[src/rtl/task_slot_and_runqueue_dispatcher_core_macros.svh]
// Assertion helpers shared by the dispatcher RTL.
`ifndef TASK_SLOT_AND_RUNQUEUE_DISPATCHER_CORE_MACROS_SVH
`define TASK_SLOT_AND_RUNQUEUE_DISPATCHER_CORE_MACROS_SVH

// Same-cycle implication, switched off while reset is high.
`define TSRD_ASSERT_IMPL(label, clk, rst, ante, cons) \
   label: assert property (@(posedge clk) disable iff (rst) (ante) |-> (cons)) \
      else $error("dispatcher check failed");

// Next-cycle implication, switched off while reset is high.
`define TSRD_ASSERT_NEXT(label, clk, rst, ante, cons) \
   label: assert property (@(posedge clk) disable iff (rst) (ante) |=> (cons)) \
      else $error("dispatcher check failed");

`endif

[src/rtl/tsrd_pkg.sv]
package tsrd_pkg;

   // Default sizes of the slot table and of the CPU set.
   localparam int DEFAULT_NUM_TASKS = 64;
   localparam int DEFAULT_NUM_CPUS  = 8;

   // Fixed widths of the port fields.
   localparam int CFG_W        = 4;
   localparam int SLOT_FIELD_W = 6;
   localparam int CPU_FIELD_W  = 3;
   localparam int POS_FIELD_W  = 6;
   localparam int STATUS_W     = 2;

   localparam logic [CFG_W-1:0] CFG_RESET = 4'd1;

   // Request opcodes.
   localparam logic OP_CREATE = 1'b0;
   localparam logic OP_KILL   = 1'b1;

   // Result status codes.
   typedef enum logic [STATUS_W-1:0] {
      STATUS_DONE    = 2'd0,
      STATUS_NO_SLOT = 2'd1,
      STATUS_REJECT  = 2'd2
   } status_type;

   // Request sequencer states.
   typedef enum logic [1:0] {
      ST_IDLE,
      ST_LOOKUP,
      ST_COMMIT
   } state_type;

   // Strobes from the sequencer to the datapath.
   typedef struct packed {
      logic stall;
      logic lookup;
      logic commit;
   } ctrl_type;

endpackage

[src/rtl/tsrd_cpu_select.sv]
module tsrd_cpu_select
   import tsrd_pkg::*;
#(
   parameter int NUM_CPUS = DEFAULT_NUM_CPUS,
   parameter int LEN_W    = $clog2(DEFAULT_NUM_TASKS + 1),
   parameter int CPU_W    = $clog2(DEFAULT_NUM_CPUS)
) (
   input  logic [LEN_W-1:0] queue_len [NUM_CPUS],
   input  logic [CFG_W-1:0] cpus_in_use,
   output logic [CPU_W-1:0] best_cpu,
   output logic [LEN_W-1:0] best_len
);

   localparam int LEVELS = (NUM_CPUS > 1) ? $clog2(NUM_CPUS) : 1;
   localparam int LEAVES = 2 ** LEVELS;

   // One extra key bit lets CPUs that are not in use sort above every real length.
   logic [LEN_W:0]   key [LEVELS+1][LEAVES];
   logic [CPU_W-1:0] idx [LEVELS+1][LEAVES];

   // Tournament tree over the queue lengths. The left side wins a tie, so the
   // lowest CPU index among the shortest queues comes out at the root.
   always_comb begin
      for (int l = 0; l <= LEVELS; l++) begin
         for (int n = 0; n < LEAVES; n++) begin
            key[l][n] = '1;
            idx[l][n] = '0;
         end
      end
      // CPU 0 is always in use; a register value of zero acts as one.
      for (int n = 0; n < LEAVES; n++) begin
         if (n < NUM_CPUS) begin
            if (n == 0 || n < int'(cpus_in_use)) begin
               key[0][n] = {1'b0, queue_len[n]};
            end
         end
         idx[0][n] = CPU_W'(n);
      end
      for (int l = 0; l < LEVELS; l++) begin
         for (int n = 0; n < (LEAVES >> (l + 1)); n++) begin
            if (key[l][2*n+1] < key[l][2*n]) begin
               key[l+1][n] = key[l][2*n+1];
               idx[l+1][n] = idx[l][2*n+1];
            end else begin
               key[l+1][n] = key[l][2*n];
               idx[l+1][n] = idx[l][2*n];
            end
         end
      end
   end

   assign best_cpu = idx[LEVELS][0];
   assign best_len = key[LEVELS][0][LEN_W-1:0];

endmodule

[src/rtl/task_slot_and_runqueue_dispatcher_core.sv]
// Sequence: a request beat is taken in the idle state, and the lookup and commit states follow.
// The result is loaded into the rsp register at the commit; no new beat is taken before then.
// Slot table read and run queue read sit back to back; a stalled rsp holds the commit.
// Reset: all slots free, all run queues empty, cpus_in_use back to 1. The memories are not
// swept, as the data of an unwritten entry is never used; requests are taken at once.
`include "task_slot_and_runqueue_dispatcher_core_macros.svh"

module task_slot_and_runqueue_dispatcher_core
   import tsrd_pkg::*;
#(
   parameter int NUM_TASKS = DEFAULT_NUM_TASKS,
   parameter int NUM_CPUS  = DEFAULT_NUM_CPUS
) (
   input  logic                    clock,
   input  logic                    reset,
   // Request channel
   input  logic                    req_valid,
   output logic                    req_stall,
   input  logic                    req_opcode,
   input  logic [SLOT_FIELD_W-1:0] req_target_task,
   input  logic [CPU_FIELD_W-1:0]  req_requester_cpu,
   // Result channel
   output logic                    rsp_valid,
   input  logic                    rsp_stall,
   output logic [STATUS_W-1:0]     rsp_status,
   output logic [SLOT_FIELD_W-1:0] rsp_task_slot,
   output logic [CPU_FIELD_W-1:0]  rsp_chosen_cpu,
   output logic [POS_FIELD_W-1:0]  rsp_queue_position,
   // Configuration write channel
   input  logic                    csr_valid,
   output logic                    csr_ready,
   input  logic [CFG_W-1:0]        csr_cpus_in_use
);

   localparam int SLOT_W   = $clog2(NUM_TASKS);
   localparam int CPU_W    = (NUM_CPUS > 1) ? $clog2(NUM_CPUS) : 1;
   localparam int LEN_W    = $clog2(NUM_TASKS + 1);
   localparam int INFO_W   = CPU_W + SLOT_W;
   localparam int RQ_AW    = CPU_W + SLOT_W;
   localparam int RQ_DEPTH = 2 ** RQ_AW;

   // Control state
   state_type state_ff, state_in;
   ctrl_type  ctrl;
   logic      accept;
   logic      out_free;

   logic [CFG_W-1:0] cpus_cfg_ff;
   logic [NUM_TASKS-1:0] slot_used_ff;
   logic [LEN_W-1:0] queue_len_ff [NUM_CPUS];

   // Memories: per-slot owner CPU and queue position, and the run queues.
   logic [INFO_W-1:0] slot_info_mem [NUM_TASKS];
   logic [SLOT_W-1:0] run_queue_mem [RQ_DEPTH];
   logic [INFO_W-1:0] slot_info_rd_ff;
   logic [SLOT_W-1:0] rq_rd_ff;

   // Request held for the duration of its work
   logic                    opcode_ff;
   logic [SLOT_FIELD_W-1:0] target_ff;
   logic [CPU_FIELD_W-1:0]  requester_ff;

   // Create path
   logic              free_found;
   logic [SLOT_W-1:0] free_slot;
   logic [CPU_W-1:0]  best_cpu;
   logic [LEN_W-1:0]  best_len;
   logic              free_found_ff;
   logic [SLOT_W-1:0] free_slot_ff;
   logic [CPU_W-1:0]  best_cpu_ff;
   logic [LEN_W-1:0]  best_len_ff;

   // Kill path
   logic [SLOT_W-1:0] req_tgt_idx;
   logic [SLOT_W-1:0] tgt_idx;
   logic [CPU_W-1:0]  req_idx;
   logic [CPU_W-1:0]  info_cpu;
   logic [SLOT_W-1:0] info_pos;
   logic [LEN_W-1:0]  req_len;
   logic              kill_ok;
   logic [SLOT_W-1:0] kill_last;
   logic [SLOT_W-1:0] kill_pos;
   logic              kill_ok_ff;
   logic [SLOT_W-1:0] kill_last_ff;
   logic [SLOT_W-1:0] kill_pos_ff;

   // Memory write ports
   logic              si_we;
   logic [SLOT_W-1:0] si_waddr;
   logic [INFO_W-1:0] si_wdata;
   logic              rq_we;
   logic [RQ_AW-1:0]  rq_waddr;
   logic [SLOT_W-1:0] rq_wdata;

   // Result register
   logic                    rsp_valid_ff;
   logic [STATUS_W-1:0]     rsp_status_ff, rsp_status_in;
   logic [SLOT_FIELD_W-1:0] rsp_slot_ff, rsp_slot_in;
   logic [CPU_FIELD_W-1:0]  rsp_cpu_ff, rsp_cpu_in;
   logic [POS_FIELD_W-1:0]  rsp_pos_ff, rsp_pos_in;

   // Commit strobes watched by the checks.
   logic kill_commit;
   logic create_commit;

   // Configuration register; writes are taken whenever reset is low.
   assign csr_ready = !reset;

   always_ff @(posedge clock) begin
      if (reset) begin
         cpus_cfg_ff <= CFG_RESET;
      end else if (csr_valid && csr_ready) begin
         cpus_cfg_ff <= csr_cpus_in_use;
      end
   end

   // Sequencer: next state.
   assign out_free = !rsp_valid_ff || !rsp_stall;
   assign accept   = req_valid && !req_stall;

   always_comb begin
      state_in = state_ff;
      case (state_ff)
         ST_IDLE:   if (req_valid) state_in = ST_LOOKUP;
         ST_LOOKUP: state_in = ST_COMMIT;
         ST_COMMIT: if (out_free) state_in = ST_IDLE;
         default:   state_in = ST_IDLE;
      endcase
   end

   // Sequencer: strobes.
   always_comb begin
      ctrl = '0;
      case (state_ff)
         ST_IDLE:   ctrl.stall = 1'b0;
         ST_LOOKUP: begin
            ctrl.stall  = 1'b1;
            ctrl.lookup = 1'b1;
         end
         ST_COMMIT: begin
            ctrl.stall  = 1'b1;
            ctrl.commit = out_free;
         end
         default:   ctrl.stall = 1'b1;
      endcase
   end

   // No request beat is taken while reset is high.
   assign req_stall = ctrl.stall || reset;

   always_ff @(posedge clock) begin
      if (reset) begin
         state_ff <= ST_IDLE;
      end else begin
         state_ff <= state_in;
      end
   end

   // Lowest free slot, taken from the used bitmap.
   always_comb begin
      free_found = 1'b0;
      free_slot  = '0;
      for (int i = NUM_TASKS - 1; i >= 0; i--) begin
         if (!slot_used_ff[i]) begin
            free_found = 1'b1;
            free_slot  = SLOT_W'(i);
         end
      end
   end

   // Shortest queue among the CPUs in use.
   tsrd_cpu_select #(
      .NUM_CPUS (NUM_CPUS),
      .LEN_W    (LEN_W),
      .CPU_W    (CPU_W)
   ) u_cpu_select (
      .queue_len   (queue_len_ff),
      .cpus_in_use (cpus_cfg_ff),
      .best_cpu    (best_cpu),
      .best_len    (best_len)
   );

   // Capture the request and the create choices when the beat is taken.
   always_ff @(posedge clock) begin
      if (accept) begin
         opcode_ff     <= req_opcode;
         target_ff     <= req_target_task;
         requester_ff  <= req_requester_cpu;
         free_found_ff <= free_found;
         free_slot_ff  <= free_slot;
         best_cpu_ff   <= best_cpu;
         best_len_ff   <= best_len;
      end
   end

   // Slot table read, addressed straight from the request beat.
   assign req_tgt_idx = SLOT_W'(req_target_task);

   always_ff @(posedge clock) begin
      if (accept) begin
         slot_info_rd_ff <= slot_info_mem[req_tgt_idx];
      end
   end

   // Kill checks on the slot table entry.
   assign tgt_idx  = SLOT_W'(target_ff);
   assign req_idx  = CPU_W'(requester_ff);
   assign info_cpu = slot_info_rd_ff[INFO_W-1 -: CPU_W];
   assign info_pos = slot_info_rd_ff[SLOT_W-1:0];
   assign req_len  = queue_len_ff[req_idx];

   always_comb begin
      kill_ok = (target_ff != '0) && (int'(target_ff) < NUM_TASKS) &&
                (int'(requester_ff) < NUM_CPUS) && slot_used_ff[tgt_idx] &&
                (info_cpu == req_idx) && (req_len != '0);
      kill_last = SLOT_W'(req_len - LEN_W'(1));
      kill_pos  = (info_pos > kill_last) ? kill_last : info_pos;
   end

   always_ff @(posedge clock) begin
      if (ctrl.lookup) begin
         kill_ok_ff   <= kill_ok;
         kill_last_ff <= kill_last;
         kill_pos_ff  <= kill_pos;
      end
   end

   // Run queue read of the tail entry that fills the hole.
   always_ff @(posedge clock) begin
      if (ctrl.lookup) begin
         rq_rd_ff <= run_queue_mem[{req_idx, kill_last}];
      end
   end

   // Write ports: a create appends, a kill moves the tail into the hole.
   always_comb begin
      si_we    = 1'b0;
      si_waddr = free_slot_ff;
      si_wdata = {best_cpu_ff, SLOT_W'(best_len_ff)};
      rq_we    = 1'b0;
      rq_waddr = {best_cpu_ff, SLOT_W'(best_len_ff)};
      rq_wdata = free_slot_ff;
      if (ctrl.commit) begin
         if (opcode_ff == OP_CREATE) begin
            si_we = free_found_ff;
            rq_we = free_found_ff;
         end else if (kill_ok_ff && (kill_pos_ff != kill_last_ff)) begin
            si_we    = 1'b1;
            si_waddr = rq_rd_ff;
            si_wdata = {req_idx, kill_pos_ff};
            rq_we    = 1'b1;
            rq_waddr = {req_idx, kill_pos_ff};
            rq_wdata = rq_rd_ff;
         end
      end
   end

   always_ff @(posedge clock) begin
      if (si_we) begin
         slot_info_mem[si_waddr] <= si_wdata;
      end
   end

   always_ff @(posedge clock) begin
      if (rq_we) begin
         run_queue_mem[rq_waddr] <= rq_wdata;
      end
   end

   // Used bitmap and queue lengths.
   always_ff @(posedge clock) begin
      if (reset) begin
         slot_used_ff <= '0;
         for (int c = 0; c < NUM_CPUS; c++) begin
            queue_len_ff[c] <= '0;
         end
      end else if (ctrl.commit) begin
         if (opcode_ff == OP_CREATE) begin
            if (free_found_ff) begin
               slot_used_ff[free_slot_ff] <= 1'b1;
               queue_len_ff[best_cpu_ff]  <= best_len_ff + LEN_W'(1);
            end
         end else if (kill_ok_ff) begin
            slot_used_ff[tgt_idx] <= 1'b0;
            queue_len_ff[req_idx] <= LEN_W'(kill_last_ff);
         end
      end
   end

   // Result fields.
   always_comb begin
      rsp_status_in = STATUS_DONE;
      rsp_slot_in   = target_ff;
      rsp_cpu_in    = requester_ff;
      rsp_pos_in    = '0;
      if (opcode_ff == OP_CREATE) begin
         if (free_found_ff) begin
            rsp_slot_in = SLOT_FIELD_W'(free_slot_ff);
            rsp_cpu_in  = CPU_FIELD_W'(best_cpu_ff);
            rsp_pos_in  = POS_FIELD_W'(best_len_ff);
         end else begin
            rsp_status_in = STATUS_NO_SLOT;
            rsp_slot_in   = '0;
            rsp_cpu_in    = '0;
         end
      end else if (kill_ok_ff) begin
         rsp_pos_in = POS_FIELD_W'(kill_pos_ff);
      end else begin
         rsp_status_in = STATUS_REJECT;
      end
   end

   // Result register; it holds while the far side stalls.
   always_ff @(posedge clock) begin
      if (reset) begin
         rsp_valid_ff <= 1'b0;
      end else if (ctrl.commit) begin
         rsp_valid_ff <= 1'b1;
      end else if (!rsp_stall) begin
         rsp_valid_ff <= 1'b0;
      end
   end

   always_ff @(posedge clock) begin
      if (ctrl.commit) begin
         rsp_status_ff <= rsp_status_in;
         rsp_slot_ff   <= rsp_slot_in;
         rsp_cpu_ff    <= rsp_cpu_in;
         rsp_pos_ff    <= rsp_pos_in;
      end
   end

   assign rsp_valid          = rsp_valid_ff;
   assign rsp_status         = rsp_status_ff;
   assign rsp_task_slot      = rsp_slot_ff;
   assign rsp_chosen_cpu     = rsp_cpu_ff;
   assign rsp_queue_position = rsp_pos_ff;

   // Checks on the sequencing and on the table updates.
   assign kill_commit   = ctrl.commit && (opcode_ff == OP_KILL) && kill_ok_ff;
   assign create_commit = ctrl.commit && (opcode_ff == OP_CREATE) && free_found_ff;

   `TSRD_ASSERT_NEXT(a_accept_to_lookup, clock, reset, accept, state_ff == ST_LOOKUP)
   `TSRD_ASSERT_NEXT(a_kill_shortens_queue, clock, reset, kill_commit, req_len == $past(req_len) - LEN_W'(1))
   `TSRD_ASSERT_NEXT(a_create_marks_used, clock, reset, create_commit, slot_used_ff[free_slot_ff])
   `TSRD_ASSERT_IMPL(a_rsp_from_commit, clock, reset, $rose(rsp_valid_ff), $past(ctrl.commit))

endmodule
[config.mk]
export PLATFORM = sky130hd
export DESIGN_NAME = task_slot_and_runqueue_dispatcher_core
export DESIGN_NICKNAME = d
export VERILOG_FILES = /design/src/rtl/tsrd_pkg.sv /design/src/rtl/tsrd_cpu_select.sv /design/src/rtl/task_slot_and_runqueue_dispatcher_core.sv
export VERILOG_INCLUDE_DIRS = /design/src /design/src/rtl
export SDC_FILE = /design/constraint.sdc
export NUM_CORES = 2
export LEC_CHECK = 0
export ABC_AREA = 0
export ABC_CLOCK_PERIOD_IN_PS = 12500
export BUFFER_PORTS_ARGS = -buffer_cell sky130_fd_sc_hd__buf_2
export CORE_ASPECT_RATIO = 0.5
export CORE_UTILIZATION = 45
export DETAILED_ROUTE_END_ITERATION = 10
export PLACE_DENSITY_LB_ADDON = 0.05
export SLEW_MARGIN = 20
export SYNTH_ARGS = -nofsm -noshare
export SYNTH_HDL_FRONTEND = slang
export SYNTH_SLANG_ARGS = --single-unit
[constraint.sdc]
create_clock -name clock -period 12.5 [get_ports clock]
set_input_delay 2.5 -clock clock [delete_from_list [all_inputs] [get_ports clock]]
set_output_delay 2.5 -clock clock [all_outputs]
set_load 0.02 [all_outputs]
==> results.md <==
- Mapped Cells: around 8000
- Root Driver: clkbuf_16
- Yosys top cell area share: 72.2%
- Leading area contributor after synthesis: edfxtp_1
- CP max FO: 79
- Area Growth Syn to Fin: 10.7%
- Vias in the first global route: between 80000 and 90000
- PortBufs: 38
- Footprint of the multi-input gates: 0.0379 mm^2
- Die W: around 830 um
- FMAX: around 0.13 GHz
- CTS buffer count: 350
- Clk_lat worst skew: roughly 950 ps
- Max rail drop VDD: ~0.12 mV
- Failing checks: design-rule violations
- DR vias: 81800
- Leakage: 52.9 nW
- Critical path type: input port to flip-flop
- Fraction of layout cells with a size suffix above 1: approximately 22%
- RSZ-0062 raised after global routing: no
- GRT Util Overall: 26.9%
- Hold Path Depth: 2
- Initial Utilization: between 40 and 50%
- Post_cts resized: 0
- Register area: 0.114 mm^2
- HP Start: queue_len_ff[24]$_SDFFE_PP0P_
- Worst Tran Pin Value: 1260 ps
- Syn Area/Cell: 19.0 um^2
- Endpoints failing hold: 0
- Setup TNS Final: 0 ps
- Worst Hold Class: flip-flop to flip-flop
- Synth area leaders: edfxtp_1, mux4_2, nor2_1
- IO Count: 39
- Status: finished, violations left
- Reg clk slew, reported paths: about 60 ps
- Core box area: about 0.34 mm^2
- Final core utilization: roughly half
- Die Ht: approximately 420 um
- Max Cap Viol: 0
- Syn_nets: 8235
- Post-route ant nets: 0
- Nets@finish: 8332
- Std-Cell Rows: around 150
- Layout Skew: 53.2 ps
- Maximum clock path buffer count: 4
- Number of clock sinks: between 3000 and 4000
- Pwr per Cell Area: roughly 160 mW/mm^2
- GRT overflow: 0
- Seq/Total Area, Yosys: about three quarters
- Fill cell total of the finished layout: approximately 28000
- Worst r2r src: req_idx[2]$_DFFE_PP_
- Post-route cell area: approximately 0.17 mm^2
- Unique masters post-synth: 92
- Cell area after placement: around 0.16 mm^2
- R2R cell count: 15
- Post-DP HPWL: 293 mm
- First-pass GRT wire length: between 600 and 700 mm
- Postcts setup bufs: 0
- Period utilisation layout: approximately 61%
- DR vias/cell: 6.23
- Ys Warns: 0
- Startpoint types: input port
- DR pass1 iterations: 9
- Initial antenna violation count: 42
- Most frequent cells in the layout: edfxtp_1, mux4_2, nor2_1, nand2_1, clkbuf_16
- Max Slew Vio Count: 0
- Post-synth top flop: edfxtp_1
- Number of synthesized register bits: about 3800
- Final Setup Violations: 0
- H-Tree Depth: 5
- DRC violations left: 16
- Drt initial violations: ~10000
- RePlAce Congestion: approximately 0.9
- Arr. time, crit path: 8280 ps
- Post-synth EDFFs: around 3700
- Most common cell after layout, fill and taps aside: edfxtp_1
- Pin count of the biggest net entering global routing: a little under 200
- Detailed Route WL: 469 mm
- Synth async-reset ratio: 0%
- CTS hold repair buffers: 0
- CP required: ~13000 ps
- CTS tree: built
- Mapped Area: between 0.15 and 0.2 mm^2
- Min cycle time layout: roughly 7700 ps
- Slew HR: approximately 16%
- Endpoint type of the worst setup path: flip-flop
- R2R Setup Slk: ~5200 ps
- Die area: ~0.35 mm^2
- RR Endpoint: rq_rd_ff[5]$_DFFE_PN_
- Worst Hold End: queue_len_ff[24]$_SDFFE_PP0P_
- WL/cell: 35.8 um
## layout make-up
class | count | share of cell area (%)
Inverter | 101 | 0.272
Timing Repair Buffer | 219 | 1.06
Multi-Input combinational cell | 3739 | 22.1
Antenna cell | 6 | 0.00877
Clock buffer | 419 | 5.35
Tap cell | 4590 | 3.35
Sequential cell | 3847 | 66.7
Clock inverter | 199 | 1.10
## logic make-up after synthesis
| group | synth area share [%] |
|---|---|
| multiplexers | 15.9 |
| buffers and inverters | 1.83 |
| adder cells (fa/ha/maj) | 0.445 |
| other | 0.00242 |
| AO/OA/AOI/OAI | 2.50 |
| flip-flops | 73.9 |
| XOR/XNOR | 0.112 |
| AND/OR/NAND/NOR | 5.39 |
## critical path: stages
cell,delay [ps]
buf_2,110
a21oi_2,120
buf_4,290
nand2_1,380
nor2_2,420
buf_4,480
mux2i_2,200
buf_4,210
clkinvlp_4,200
buf_4,680
buf_4,830
buf_4,740
buf_4,720
## where the power goes
group | total (W) | switching (W) | internal [W]
sequential | 0.0143 | 0.0000551 | 0.0142
combinational | 0.00232 | 0.00160 | 0.000723
clock | 0.0108 | 0.00491 | 0.00588
## worst max-delay path by stage
stage	start	endpoint	slack, ps	cells after the start
floorplan	rsp_stall	slot_info_mem[63][0]$_DFFE_PP_	880	9
global placement	rsp_stall	run_queue_mem[302][4]$_DFFE_PP_	3310	11
detailed placement	rsp_stall	run_queue_mem[56][5]$_DFFE_PP_	4030	13
CTS	rsp_stall	run_queue_mem[122][5]$_DFFE_PP_	5060	13
global route	rsp_stall	run_queue_mem[121][5]$_DFFE_PP_	4710	13
finish	rsp_stall	run_queue_mem[121][5]$_DFFE_PP_	4830	13
## synthesized netlist by cell type, types with 74 or more instances
| cell | instances |
|---|---|
| a21oi_1 | 155 |
| nand2_1 | 567 |
| mux4_2 | 1033 |
| o21ai_0 | 163 |
| mux2i_1 | 74 |
| inv_1 | 94 |
| clkbuf_1 | 288 |
| nand4_1 | 89 |
| nor2_1 | 782 |
| dfxtp_1 | 127 |
| buf_4 | 74 |
| nand3_1 | 264 |
| edfxtp_1 | 3720 |
## flip-flops by register name, summed over array words and instances (netlist names), 7 cells and up
name and cells:
queue_len_ff 56, best_len_ff 7, slot_info_rd_ff 9, slot_used_ff 64, slot_info_mem 576, run_queue_mem 3072
## per-stage QoR
stage | worst slack, ps | std cells | total power (W) | hold slack (ps)
after floorplan | 884 | 8161 | 0.0159 | 441
after global placement | 3310 | 12500 | 0.0168 | 457
after detailed placement | 4030 | 12500 | 0.0168 | 467
after CTS | 5060 | 13100 | 0.0275 | 478
after global routing | 4710 | 13100 | 0.0281 | 513
final | 4830 | 13100 | 0.0274 | 474
## routing by layer
layer | wire length, um | vias up | global-route usage (%) | share of wire, %
met5 | 741 | - | 1.34 | 0.16
met4 | 12400 | 16 | 6.32 | 2.6
met3 | 52300 | 653 | 8.51 | 11
met2 | 204000 | 4035 | 38.8 | 43
met1 | 200000 | 43800 | 40.0 | 43
li1 | - | 33300 | - | -
Power figures use the tool's default switching activity.
